==> src/sv/cace_pkg.sv <==
// shared types and constants for the costas cost evaluator
package cace_pkg;
	localparam logic [1:0] OP_WRITE = 2'd0;
	localparam logic [1:0] OP_EVAL = 2'd1;
	localparam logic [1:0] OP_TRIAL = 2'd2;
	localparam logic [1:0] OP_COMMIT = 2'd3;
	localparam logic KIND_TOTAL = 1'b0;
	localparam logic KIND_ERROR = 1'b1;
	localparam int MAX_SIZE = 32;
	localparam int SLOT_COUNT = 64;
	localparam int TOTAL_W = 24;
	localparam int ERR_W = 20;
	// result item fields
	typedef struct packed {
		logic [TOTAL_W-1:0] amount;
		logic [4:0] var_index;
		logic kind;
	} result_t;
endpackage

==> src/sv/costas_array_cost_evaluator.sv <==
// costas array cost evaluator top level
//  channel  | dir | payload
//  s_axis   | in  | tdata: op, position, second_position, value
//  m_axis   | out | tdata: kind, var_index, amount; tlast
//  cfg      | in  | active_size
// each difference pair takes two store reads, a count update and an advance; in a
// recording op a repeated pair adds charge steps for its own pair, and at its first
// repeat also for the first pair. each distance starts with a clear of all 64 slots;
// a recording op first clears all 32 error store entries and ends with one error
// transfer per variable; a write is stored on accept; a trial swap is then swapped back.
// reset clears control state only; a stalled m_axis holds the sequencer,
// s_axis is not ready until done.
module costas_array_cost_evaluator (
	input  logic clk,
	input  logic arst_n,
	input  logic s_axis_tvalid,
	output logic s_axis_tready,
	input  logic [23:0] s_axis_tdata, // op[1:0] position[6:2] second_position[11:7] value[17:12]
	output logic m_axis_tvalid,
	input  logic m_axis_tready,
	output logic [31:0] m_axis_tdata, // kind[0] var_index[5:1] amount[29:6]
	output logic m_axis_tlast,
	input  logic cfg_valid,
	output logic cfg_ready,
	input  logic [5:0] cfg_data
);
	import cace_pkg::*;
	localparam int IW = $clog2(MAX_SIZE);

	localparam logic [3:0] ST_IDLE = 4'd0, ST_SWAPA = 4'd1, ST_SWAPB = 4'd2,
		ST_CLR = 4'd3, ST_RDA = 4'd4, ST_RDB = 4'd5, ST_CNT = 4'd6,
		ST_CH1 = 4'd7, ST_CH2 = 4'd8, ST_OUT = 4'd9, ST_ERRRD = 4'd10,
		ST_ERROUT = 4'd11, ST_ECLR = 4'd12, ST_UNSW = 4'd13;
	logic [3:0] state_q;

	logic [5:0] size_q;
	logic [5:0] sol_mem [MAX_SIZE];
	logic [5:0] cnt_mem [SLOT_COUNT];
	logic [4:0] fp_mem [SLOT_COUNT];
	logic [ERR_W-1:0] err_mem [MAX_SIZE];

	logic [1:0] op_q;
	logic [4:0] pa_q, pb_q;
	logic swap_ok_q;
	logic undo_q;
	logic [5:0] va_q, vb_q;
	logic [5:0] d_q, i_q, half_q, slot_q, cnt_q, n_q;
	logic [5:0] fpos_q;
	logic [TOTAL_W-1:0] w_q, total_q;
	logic [ERR_W-1:0] rd_err_q;
	logic [IW:0] k_q;
	logic [1:0] sub_q;
	logic [5:0] sol_rd_q;
	logic [5:0] clr_q;
	logic record_q;
	logic outv_q, outl_q;
	result_t out_q;

	// clamp size
	logic [5:0] n_c;
	always_comb begin
		n_c = size_q;
		if (size_q < 6'd3) n_c = 6'd3;
		if ({1'b0, size_q} > 7'(MAX_SIZE)) n_c = 6'(MAX_SIZE);
	end

	assign cfg_ready = 1'b1;
	assign s_axis_tready = (state_q == ST_IDLE) && !outv_q;
	assign m_axis_tvalid = outv_q;
	assign m_axis_tlast = outl_q;
	assign m_axis_tdata = {2'b00, out_q};

	// charge address and shared weight add
	logic [IW:0] ch_k;
	logic [ERR_W-1:0] ch_sum;
	assign ch_k = (state_q == ST_CH1) ? (IW+1)'(i_q) : (IW+1)'(fpos_q);
	assign ch_sum = rd_err_q + w_q[ERR_W-1:0];

	always_ff @(posedge clk or negedge arst_n) begin
		if (!arst_n) begin
			size_q <= 6'd32;
		end else if (cfg_valid) begin
			size_q <= cfg_data;
		end
	end

	// memories
	always_ff @(posedge clk) begin
		if (state_q == ST_IDLE && s_axis_tvalid && s_axis_tready &&
			s_axis_tdata[1:0] == OP_WRITE && {1'b0, s_axis_tdata[6:2]} < 6'(MAX_SIZE))
			sol_mem[IW'(s_axis_tdata[6:2])] <= s_axis_tdata[17:12];
		if ((state_q == ST_SWAPB || state_q == ST_UNSW) && swap_ok_q) begin
			sol_mem[IW'(pa_q)] <= vb_q;
		end
		if (state_q == ST_CLR) cnt_mem[clr_q] <= 6'd0;
		if (state_q == ST_CNT && sub_q == 2'd1) begin
			cnt_mem[slot_q] <= cnt_q;
			if (cnt_q == 6'd1) fp_mem[slot_q] <= i_q[4:0];
		end
	end

	// sequencer
	always_ff @(posedge clk or negedge arst_n) begin
		if (!arst_n) begin
			state_q <= ST_IDLE;
			outv_q <= 1'b0;
			outl_q <= 1'b0;
			sub_q <= 2'd0;
			undo_q <= 1'b0;
		end else begin
			if (outv_q && m_axis_tready) outv_q <= 1'b0;
			unique case (state_q)
				ST_IDLE: if (s_axis_tvalid && s_axis_tready) begin
					op_q <= s_axis_tdata[1:0];
					pa_q <= s_axis_tdata[6:2];
					pb_q <= s_axis_tdata[11:7];
					swap_ok_q <= s_axis_tdata[1] &&
						{1'b0, s_axis_tdata[6:2]} < 6'(MAX_SIZE) &&
						{1'b0, s_axis_tdata[11:7]} < 6'(MAX_SIZE);
					record_q <= s_axis_tdata[1:0] != OP_TRIAL;
					n_q <= n_c;
					half_q <= (n_c - 6'd1) >> 1;
					total_q <= '0;
					d_q <= 6'd1;
					clr_q <= 6'd0;
					k_q <= '0;
					sub_q <= 2'd0;
					undo_q <= 1'b0;
					if (s_axis_tdata[1:0] != OP_WRITE)
						state_q <= (s_axis_tdata[1:0] == OP_TRIAL) ? ST_SWAPA : ST_ECLR;
				end
				ST_ECLR: begin
					// clear error store one entry a cycle
					err_mem[k_q[IW-1:0]] <= '0;
					if (k_q == (IW+1)'(MAX_SIZE - 1)) begin
						k_q <= '0;
						state_q <= ST_SWAPA;
					end else k_q <= k_q + 1'b1;
				end
				ST_SWAPA: begin
					// two reads of the swap pair
					sub_q <= sub_q + 2'd1;
					if (sub_q == 2'd0) sol_rd_q <= sol_mem[IW'(pa_q)];
					else if (sub_q == 2'd1) begin
						va_q <= sol_rd_q;
						sol_rd_q <= sol_mem[IW'(pb_q)];
					end else begin
						vb_q <= sol_rd_q;
						sub_q <= 2'd0;
						state_q <= ST_SWAPB;
					end
				end
				ST_SWAPB: begin
					pa_q <= pb_q;
					pb_q <= pa_q;
					vb_q <= va_q;
					state_q <= ST_UNSW;
				end
				ST_UNSW: begin
					pa_q <= pb_q;
					pb_q <= pa_q;
					if (undo_q) begin
						undo_q <= 1'b0;
						state_q <= ST_IDLE;
					end else begin
						w_q <= TOTAL_W'(n_q) * TOTAL_W'(n_q) - TOTAL_W'(d_q) * TOTAL_W'(d_q);
						state_q <= (half_q == 6'd0) ? ST_OUT : ST_CLR;
					end
				end
				ST_CLR: begin
					if (clr_q == 6'(SLOT_COUNT - 1)) begin
						clr_q <= 6'd0;
						i_q <= d_q;
						state_q <= ST_RDA;
					end else clr_q <= clr_q + 6'd1;
				end
				ST_RDA: begin
					va_q <= sol_mem[IW'(i_q - d_q)];
					state_q <= ST_RDB;
				end
				ST_RDB: begin
					slot_q <= va_q + n_q - sol_mem[IW'(i_q)];
					state_q <= ST_CNT;
				end
				ST_CNT: begin
					cnt_q <= cnt_mem[slot_q] + 6'd1;
					fpos_q <= {1'b0, fp_mem[slot_q]};
					sub_q <= 2'd1;
					if (sub_q == 2'd1) begin
						sub_q <= 2'd0;
						if (cnt_q > 6'd1) total_q <= total_q + w_q;
						state_q <= (record_q && cnt_q > 6'd1) ? ST_CH1 : ST_CH2;
						k_q <= (cnt_q == 6'd2) ? '0 : (IW+1)'(2);
					end
				end
				ST_CH1: begin
					// charge pairs: k_q 0/1 first pair, 2/3 current pair
					if (k_q[1] == 1'b0) begin
						if (k_q[0] == 1'b0) rd_err_q <= err_mem[IW'(fpos_q)];
						else begin
							err_mem[IW'(fpos_q)] <= ch_sum;
							fpos_q <= fpos_q - d_q;
							if (fpos_q - d_q == fpos_q) k_q <= (IW+1)'(2);
						end
						if (k_q[0] == 1'b1 && sub_q == 2'd0) begin
							sub_q <= 2'd1;
							k_q <= '0;
						end else if (k_q[0] == 1'b1) begin
							sub_q <= 2'd0;
							k_q <= (IW+1)'(2);
						end else k_q <= k_q + 1'b1;
					end else begin
						if (k_q[0] == 1'b0) rd_err_q <= err_mem[IW'(ch_k)];
						else begin
							err_mem[IW'(i_q)] <= ch_sum;
							if (sub_q == 2'd0) begin
								sub_q <= 2'd1;
								i_q <= i_q - d_q;
							end else begin
								sub_q <= 2'd0;
								i_q <= i_q + d_q;
								state_q <= ST_CH2;
							end
						end
						k_q <= {k_q[IW:1], ~k_q[0]};
					end
				end
				ST_CH2: begin
					if (i_q + 6'd1 == n_q) begin
						if (d_q == half_q) state_q <= ST_OUT;
						else begin
							d_q <= d_q + 6'd1;
							w_q <= TOTAL_W'(n_q) * TOTAL_W'(n_q)
								- TOTAL_W'(d_q + 6'd1) * TOTAL_W'(d_q + 6'd1);
							state_q <= ST_CLR;
						end
					end else begin
						i_q <= i_q + 6'd1;
						state_q <= ST_RDA;
					end
				end
				ST_OUT: if (!outv_q || m_axis_tready) begin
					outv_q <= 1'b1;
					out_q <= '{amount: total_q, var_index: 5'd0, kind: KIND_TOTAL};
					outl_q <= !record_q;
					k_q <= '0;
					// a trial swap is undone by swapping the pair again
					if (op_q == OP_TRIAL && swap_ok_q) begin
						undo_q <= 1'b1;
						state_q <= ST_SWAPA;
					end else state_q <= record_q ? ST_ERRRD : ST_IDLE;
				end
				ST_ERRRD: begin
					rd_err_q <= err_mem[k_q[IW-1:0]];
					state_q <= ST_ERROUT;
				end
				ST_ERROUT: if (!outv_q || m_axis_tready) begin
					outv_q <= 1'b1;
					out_q <= '{amount: TOTAL_W'(rd_err_q), var_index: 5'(k_q),
						kind: KIND_ERROR};
					outl_q <= (k_q + 1'b1) == (IW+1)'(n_q);
					if ((k_q + 1'b1) == (IW+1)'(n_q)) state_q <= ST_IDLE;
					else begin
						k_q <= k_q + 1'b1;
						state_q <= ST_ERRRD;
					end
				end
				default: state_q <= ST_IDLE;
			endcase
		end
	end
endmodule

==> config.mk <==
export PLATFORM = sky130hd
export DESIGN_NAME = costas_array_cost_evaluator
export DESIGN_NICKNAME = d
export VERILOG_FILES = /design/src/sv/cace_pkg.sv /design/src/sv/costas_array_cost_evaluator.sv
export SDC_FILE = /design/constraint.sdc
export NUM_CORES = 2
export LEC_CHECK = 0
export BUFFER_PORTS_ARGS = -buffer_cell sky130_fd_sc_hd__buf_4
export CELL_PAD_IN_SITES_DETAIL_PLACEMENT = 0
export CELL_PAD_IN_SITES_GLOBAL_PLACEMENT = 2
export CORE_MARGIN = 2
export CORE_UTILIZATION = 49
export DETAILED_ROUTE_END_ITERATION = 16
export HOLD_SLACK_MARGIN = 0.08
export PLACE_DENSITY = 0.88
export SYNTH_ARGS = -nofsm -noshare
export SYNTH_HDL_FRONTEND = slang
export SYNTH_SLANG_ARGS = --single-unit
export TNS_END_PERCENT = 20
==> constraint.sdc <==
create_clock -name clk -period 6.95 [get_ports clk]
set_input_delay 1.39 -clock clk [delete_from_list [all_inputs] [get_ports clk]]
set_output_delay 1.39 -clock clk [all_outputs]
set_load 0.02 [all_outputs]
[After elaboration in Yosys (flattened, before gate mapping)]
Memory sizes are Yosys's and may differ from the RTL's. A register that Yosys moved wholly into a read port is not among the register bits.
Cells that the tools add are included.
Storage, ports and cells
  memories kept: 4
  register bits: 198
  bits in writable memories: 1536
  logic and storage cells: 307
  input bits: 35
  output and inout bits: 36
Memory list
  err_mem: depth 32, width 20, rd ports 3, clocked after Yosys merged registers in 1, write ports 1, RTL line costas_array_cost_evaluator.sv:40  | logic [ERR_W-1:0] err_mem [MAX_SIZE];
  cnt_mem: depth 64, width 6, rd ports 1, clocked after Yosys merged registers in 1, write ports 1, RTL line costas_array_cost_evaluator.sv:38  | logic [5:0] cnt_mem [SLOT_COUNT];
  fp_mem: depth 64, width 5, rd ports 1, clocked after Yosys merged registers in 1, write ports 1, RTL line costas_array_cost_evaluator.sv:39  | logic [4:0] fp_mem [SLOT_COUNT];
  sol_mem: depth 32, width 6, rd ports 4, clocked after Yosys merged registers in 3, write ports 1, RTL line costas_array_cost_evaluator.sv:37  | logic [5:0] sol_mem [MAX_SIZE];
Cells by class
  bitwise operators: 1
  multipliers: 3
  eq/ne operators: 48
  reduce and logical (&&, ||, !) cells: 65
  magnitude comparators: 3
  add/subtract/negate cells: 17
  mux-type cells: 136
Operators with widths (number)
  6-bit 2-to-1 mux: 33
  24-bit 2-to-1 mux: 6
  20-bit 2-to-1 mux: 5
  24-bit case mux with 2 select lines: 2
  4-bit 2-to-1 mux: 21
  30-bit 2-to-1 mux: 2
  30-bit case mux with 2 select lines: 1
  6-bit case mux with 2 select lines: 5
  4-bit case mux with 14 select lines: 1
  5-bit 2-to-1 mux: 10
  20-bit case mux with 2 select lines: 1
  20-bit OR reduction: 2
  2-bit inequality test (second input constant): 18
  6-bit case mux with 6 select lines: 1
  1-bit 2-to-1 mux: 34
  6-bit by 1-bit adder with 6-bit output (second input constant): 5
  24-bit adder: 1
  4-bit equality test (second input constant): 6
  6-bit by 6-bit multiplier with 12-bit output: 2
  4-bit AND reduction: 6
  2-bit nonzero test: 12
  20-bit adder: 1
  5-bit case mux with 2 select lines: 2
  6-bit case mux with 3 select lines: 1
  other kinds (48): 95

[Logic depth before layout (Yosys ltp)]
  word-level depth: 8
  depth in mapped cells: 29
  gate-level depth less buffers: 28

[Worst setup path after synthesis]
Ideal clock, no wire load.
  kind: register -> register
  from: register n_q[0]
  to: register w_q[22] (data pin)
  cell stages (with the launch flop): 22
  library setup time: 0.270 ns
  path buffers: 1
  path slack: 0.813 ns
  period minus slack after synthesis: 6.137 ns
  data arrival time: 5.867 ns
  path through: edfxtp_1 -> clkbuf_1 -> nand2_1 -> fa_1 -> fa_1 -> fa_1 -> inv_1 -> ha_1 -> a31oi_1 -> xnor2_1 -> fa_1 -> fa_1 -> fa_1 -> inv_1 -> ha_1 -> nand3_1 -> o311a_1 -> o21ai_0 -> a31oi_1 -> o21ai_0 -> xnor2_1 -> o21ai_0
On the way
  word-level cells in the longest chain between the ends: 5
  elaborated cells on any way between the ends: 7
  those cells by class: 2 x add/sub; 1 x mul; 4 x mux
Ends and longest elaborated chain
  from (decl): RTL line costas_array_cost_evaluator.sv:47  | logic [5:0] d_q, i_q, half_q, slot_q, cnt_q, n_q;
  from (signal assigned): RTL line costas_array_cost_evaluator.sv:121  | n_q <= n_c;
  6-bit by 6-bit multiplier with 12-bit output *: RTL line costas_array_cost_evaluator.sv:166, costas_array_cost_evaluator.sv:233
  12-bit by 14-bit subtractor with 15-bit output: RTL line costas_array_cost_evaluator.sv:234  | - TOTAL_W'(d_q + 6'd1) * TOTAL_W'(d_q + 6'd1);
  24-bit 2-to-1 mux: RTL line costas_array_cost_evaluator.sv:230  | if (d_q == half_q) state_q <= ST_OUT;
  24-bit 2-to-1 mux: RTL line costas_array_cost_evaluator.sv:229  | if (i_q + 6'd1 == n_q) begin
  24-bit case mux with 2 select lines *: RTL line costas_array_cost_evaluator.sv:112  | unique case (state_q)
  to (signal assigned): RTL line costas_array_cost_evaluator.sv:166  | w_q <= TOTAL_W'(n_q) * TOTAL_W'(n_q) - TOTAL_W'(d_q) * TOTAL_W'(d_q);
  to (signal assigned): RTL line costas_array_cost_evaluator.sv:233  | w_q <= TOTAL_W'(n_q) * TOTAL_W'(n_q)
  to (decl): RTL line costas_array_cost_evaluator.sv:49  | logic [TOTAL_W-1:0] w_q, total_q;
Every way passes the cells marked *; elsewhere a longest branch is shown, timed or not. The select of a mux whose other input is x is not followed.
A chain may end at the register's enable or synchronous reset.

[Final worst setup path]
  from: register n_q[3]
  to: register w_q[13] (data pin)
The elaborated chain is that of the path after synthesis.

==> out/metrics.yaml <==
placement_rows: 157
cp_top_family: "adder cells"
hpwlAfterDp_mm: 156
grtUsageMet1_pct: 36.9
number_of_antenna_violations_at_the_first_check_in_global_routing: 1
synth_flop_cell: "edfxtp_1"
initial_core_util_pct: 49.2
cts-root-buf: "clkbuf_16"
synth_seq_cells: 1749
syn-cell-area_um2: 89700
tns_ps: 0
slowest_stage: "fa_1"
synthCells: 5308
setup-violations-final: 0
synth-edff-count: 1708
reg_to_reg_startpoint: "n_q[3]"
grt_first_pass_wirelength_mm: 367
routed_wirelength_mm: 254
net_count_final: 5582
required_ps: 7500
result_of_the_run: "finished clean"
p_total_mw: 35.3
vias_in_the_first_global_route: 52900
cts_setup_buffers: 0
core_region_area_um2: 182000
final_antenna_net_count: 0
dieWidth_um: 432
post-synth-top-area-fraction_pct: 57.2
rsz0062_at_grt: "false"
maxCapViolations: 0
synthArstFlopShare_pct: 0.858
worstRegToRegCells: 19
top_usage_layer: "met2"
synth_area_leader_cell: "edfxtp_1"
p_per_area_nw_per_um2: 355
firstDrtPassIters: 7
worst-path-stages: 19
cts.repair.resized: 0
postSynthAreaPerCell_um2: 16.9
cp_max_fo: 7
synthTopCellsByArea: "edfxtp_1 57%, mux4_2 25%, ha_1 1.9%"
clk_latency_ps: 850
min_period_ps: 6590
timing.critical_path.mode_cell: "fa_1"
violation_count_after_the_first_detailed_routing_iteration: 6750
global_route.usage.met2_pct: 43.3
path_cells: "nand2_1 > fa_1 > fa_1 > fa_1 > inv_1 > ha_1 > a31oi_1 > xnor2_1 > fa_1 > fa_1 > fa_1 > inv_1 > ha_1 > o21ai_0 > a31oi_1 > o41ai_1 > o21ai_0 > xnor2_1 > o21ai_0"
fp.dieArea_um2: 187000
area.growth.synth_to_final_pct: 10.6
netlist_top_cells_count: "1708 x edfxtp_1, 977 x mux4_2, 416 x nand2_1, 340 x nor2_1, 219 x clkbuf_1"
ys_seq_area_share_pct: 58.2
final_layout_size_suffix_gt1_share_pct: 29.6
worstSetupEndpoint: "w_q[13]"
finalClockSkew_ps: 36.1
grt_remaining_overflow: 0
gr-usage-met3_pct: 5.45
cts_max_level: 4
cts.sink_count: 1749
power.leakage_nw: 31.3
final_min_period_over_clock_period_pct: 94.8
timing.critical_path.buf_inv: 2
worstMarginPinSlew_ps: 1310
die_height_um: 432
cts.clk_slew.worst_paths_ps: 60
cp-end-kind: "register"
tritoncts: "yes"
f_max_mhz: 152
synthesis.yosys.warnings: 0
worst_setup_path_startpoint: "n_q[3]"
detail_route.drc_violations: 0
avgRoutedWirePerCell_um: 32.2
worstReg2RegEnd: "w_q[13]"
num_vias: 53200
worst_vdd_drop_v: 0.000344
top_level_ports: 71
rrSetupSlack_ps: 360
report.final.hold_viol_count: 0
post_cts_hold_buffer_count: 0
hold_path_class: "in -> async"
grt_start_max_net_pins: 101
slew-limit-headroom_pct: 12.6
setup.worst_path.start_class: "register"
routabilityCongestion: 0.877
max-clock-path-buffers: 3
fillers: 14000
detail_route.vias_per_cell: 6.74
netlist-cell-type-count: 77
critical-path-max-stage-delay_ps: 550
global_route.usage.total_pct: 27.4
worstPathArrival_ps: 7140
timing.final.max_slew_violations: 0
setup_cp_type: "reg -> reg"
numPortBuffers: 61
cts_made_buffers: 176
post-synth-top-count-cell: "edfxtp_1"
where the power goes:
group	switching, mW	internal, mW
combinational	7.33	5.57
clock	4.23	5.36
sequential	0.638	12.1
cell usage in the layout, fill, tap and decap left out, types with 48 or more instances in the layout:
cell type	n
fa_1	57
mux2i_1	48
edfxtp_1	1708
nand3_1	137
buf_4	204
nor2_1	293
a21oi_1	97
mux2_2	78
ha_1	132
o21ai_0	143
a22oi_1	53
clkbuf_16	179
nand2_1	415
mux4_2	977
xnor2_1	73
inv_1	173
final cells by class:
cell class / count / area [µm²] / share of cell area, %
Antenna cell: 2 / 5.00 / 0.00504
Clock buffer: 204 / 4580 / 4.62
Clock inverter: 119 / 1180 / 1.18
Inverter: 175 / 657 / 0.662
Multi-Input combinational cell: 3038 / 35900 / 36.1
Sequential cell: 1749 / 52200 / 52.6
Tap cell: 2385 / 2980 / 3.01
Timing Repair Buffer: 216 / 1770 / 1.78
worst reg2reg max path, stage by stage (launching register included):
cell and delay [ps]:
edfxtp_1 500, nand2_1 140, fa_1 550, fa_1 510, fa_1 500, inv_1 50
ha_1 310, a31oi_1 270, xnor2_1 260, fa_1 490, fa_1 470, fa_1 510
inv_1 40, ha_1 310, o21ai_0 340, a31oi_1 130, o41ai_1 490, o21ai_0 220
xnor2_1 150, o21ai_0 80
routing by layer:
| metal | vias to the layer above | part of all wire, % |
|---|---|---|
| met2 | 3179 | 48 |
| met4 | 0 | 5.0 |
| met1 | 27600 | 37 |
| li1 | 21800 | - |
| met3 | 620 | 9.8 |
| met5 | - | 0 |
cells by family after synthesis:
logic type / count (synthesis) / share of synthesized area (%)
adder cells (fa/ha/maj): 191 / 3.15
buffers and inverters: 527 / 2.37
other: 2 / 0.00837
flip-flops: 1749 / 58.2
multiplexers: 1108 / 26.1
XOR/XNOR: 116 / 1.13
AO/OA/AOI/OAI: 512 / 3.68
AND/OR/NAND/NOR: 1103 / 5.40
worst min-delay path by stage:
| stage | end | slack (ps) | depth (start not counted) |
|---|---|---|---|
| after floorplan | register | 470 | 1 |
| after global placement | register | 490 | 1 |
| after detailed placement | register | 490 | 1 |
| after CTS | m_axis_tlast | 330 | 1 |
| after global routing | m_axis_tlast | 350 | 1 |
| final | m_axis_tlast | 380 | 1 |
stage by stage:
stage	setup slack [ps]	cells	hold slack, ps	instance area [µm²]	util (%)
after global routing	33.4	7887	346	99300	54.4
after detailed placement	386	7563	492	93500	51.2
final	362	7888	378	99300	54.4
after global placement	394	7563	489	93500	51.2
after CTS	362	7886	332	99300	54.4
after floorplan	813	5314	469	89700	-
flip-flops by register name, summed over array words and instances, names as in the netlist, 15 cells and up, named ones only:
register	cells
err_mem	640
cnt_mem	384
fp_mem	320
sol_mem	192
m_axis_tdata	30
total_q	24
rd_err_q	20
w_q	15
Power figures use the tool's default switching activity.
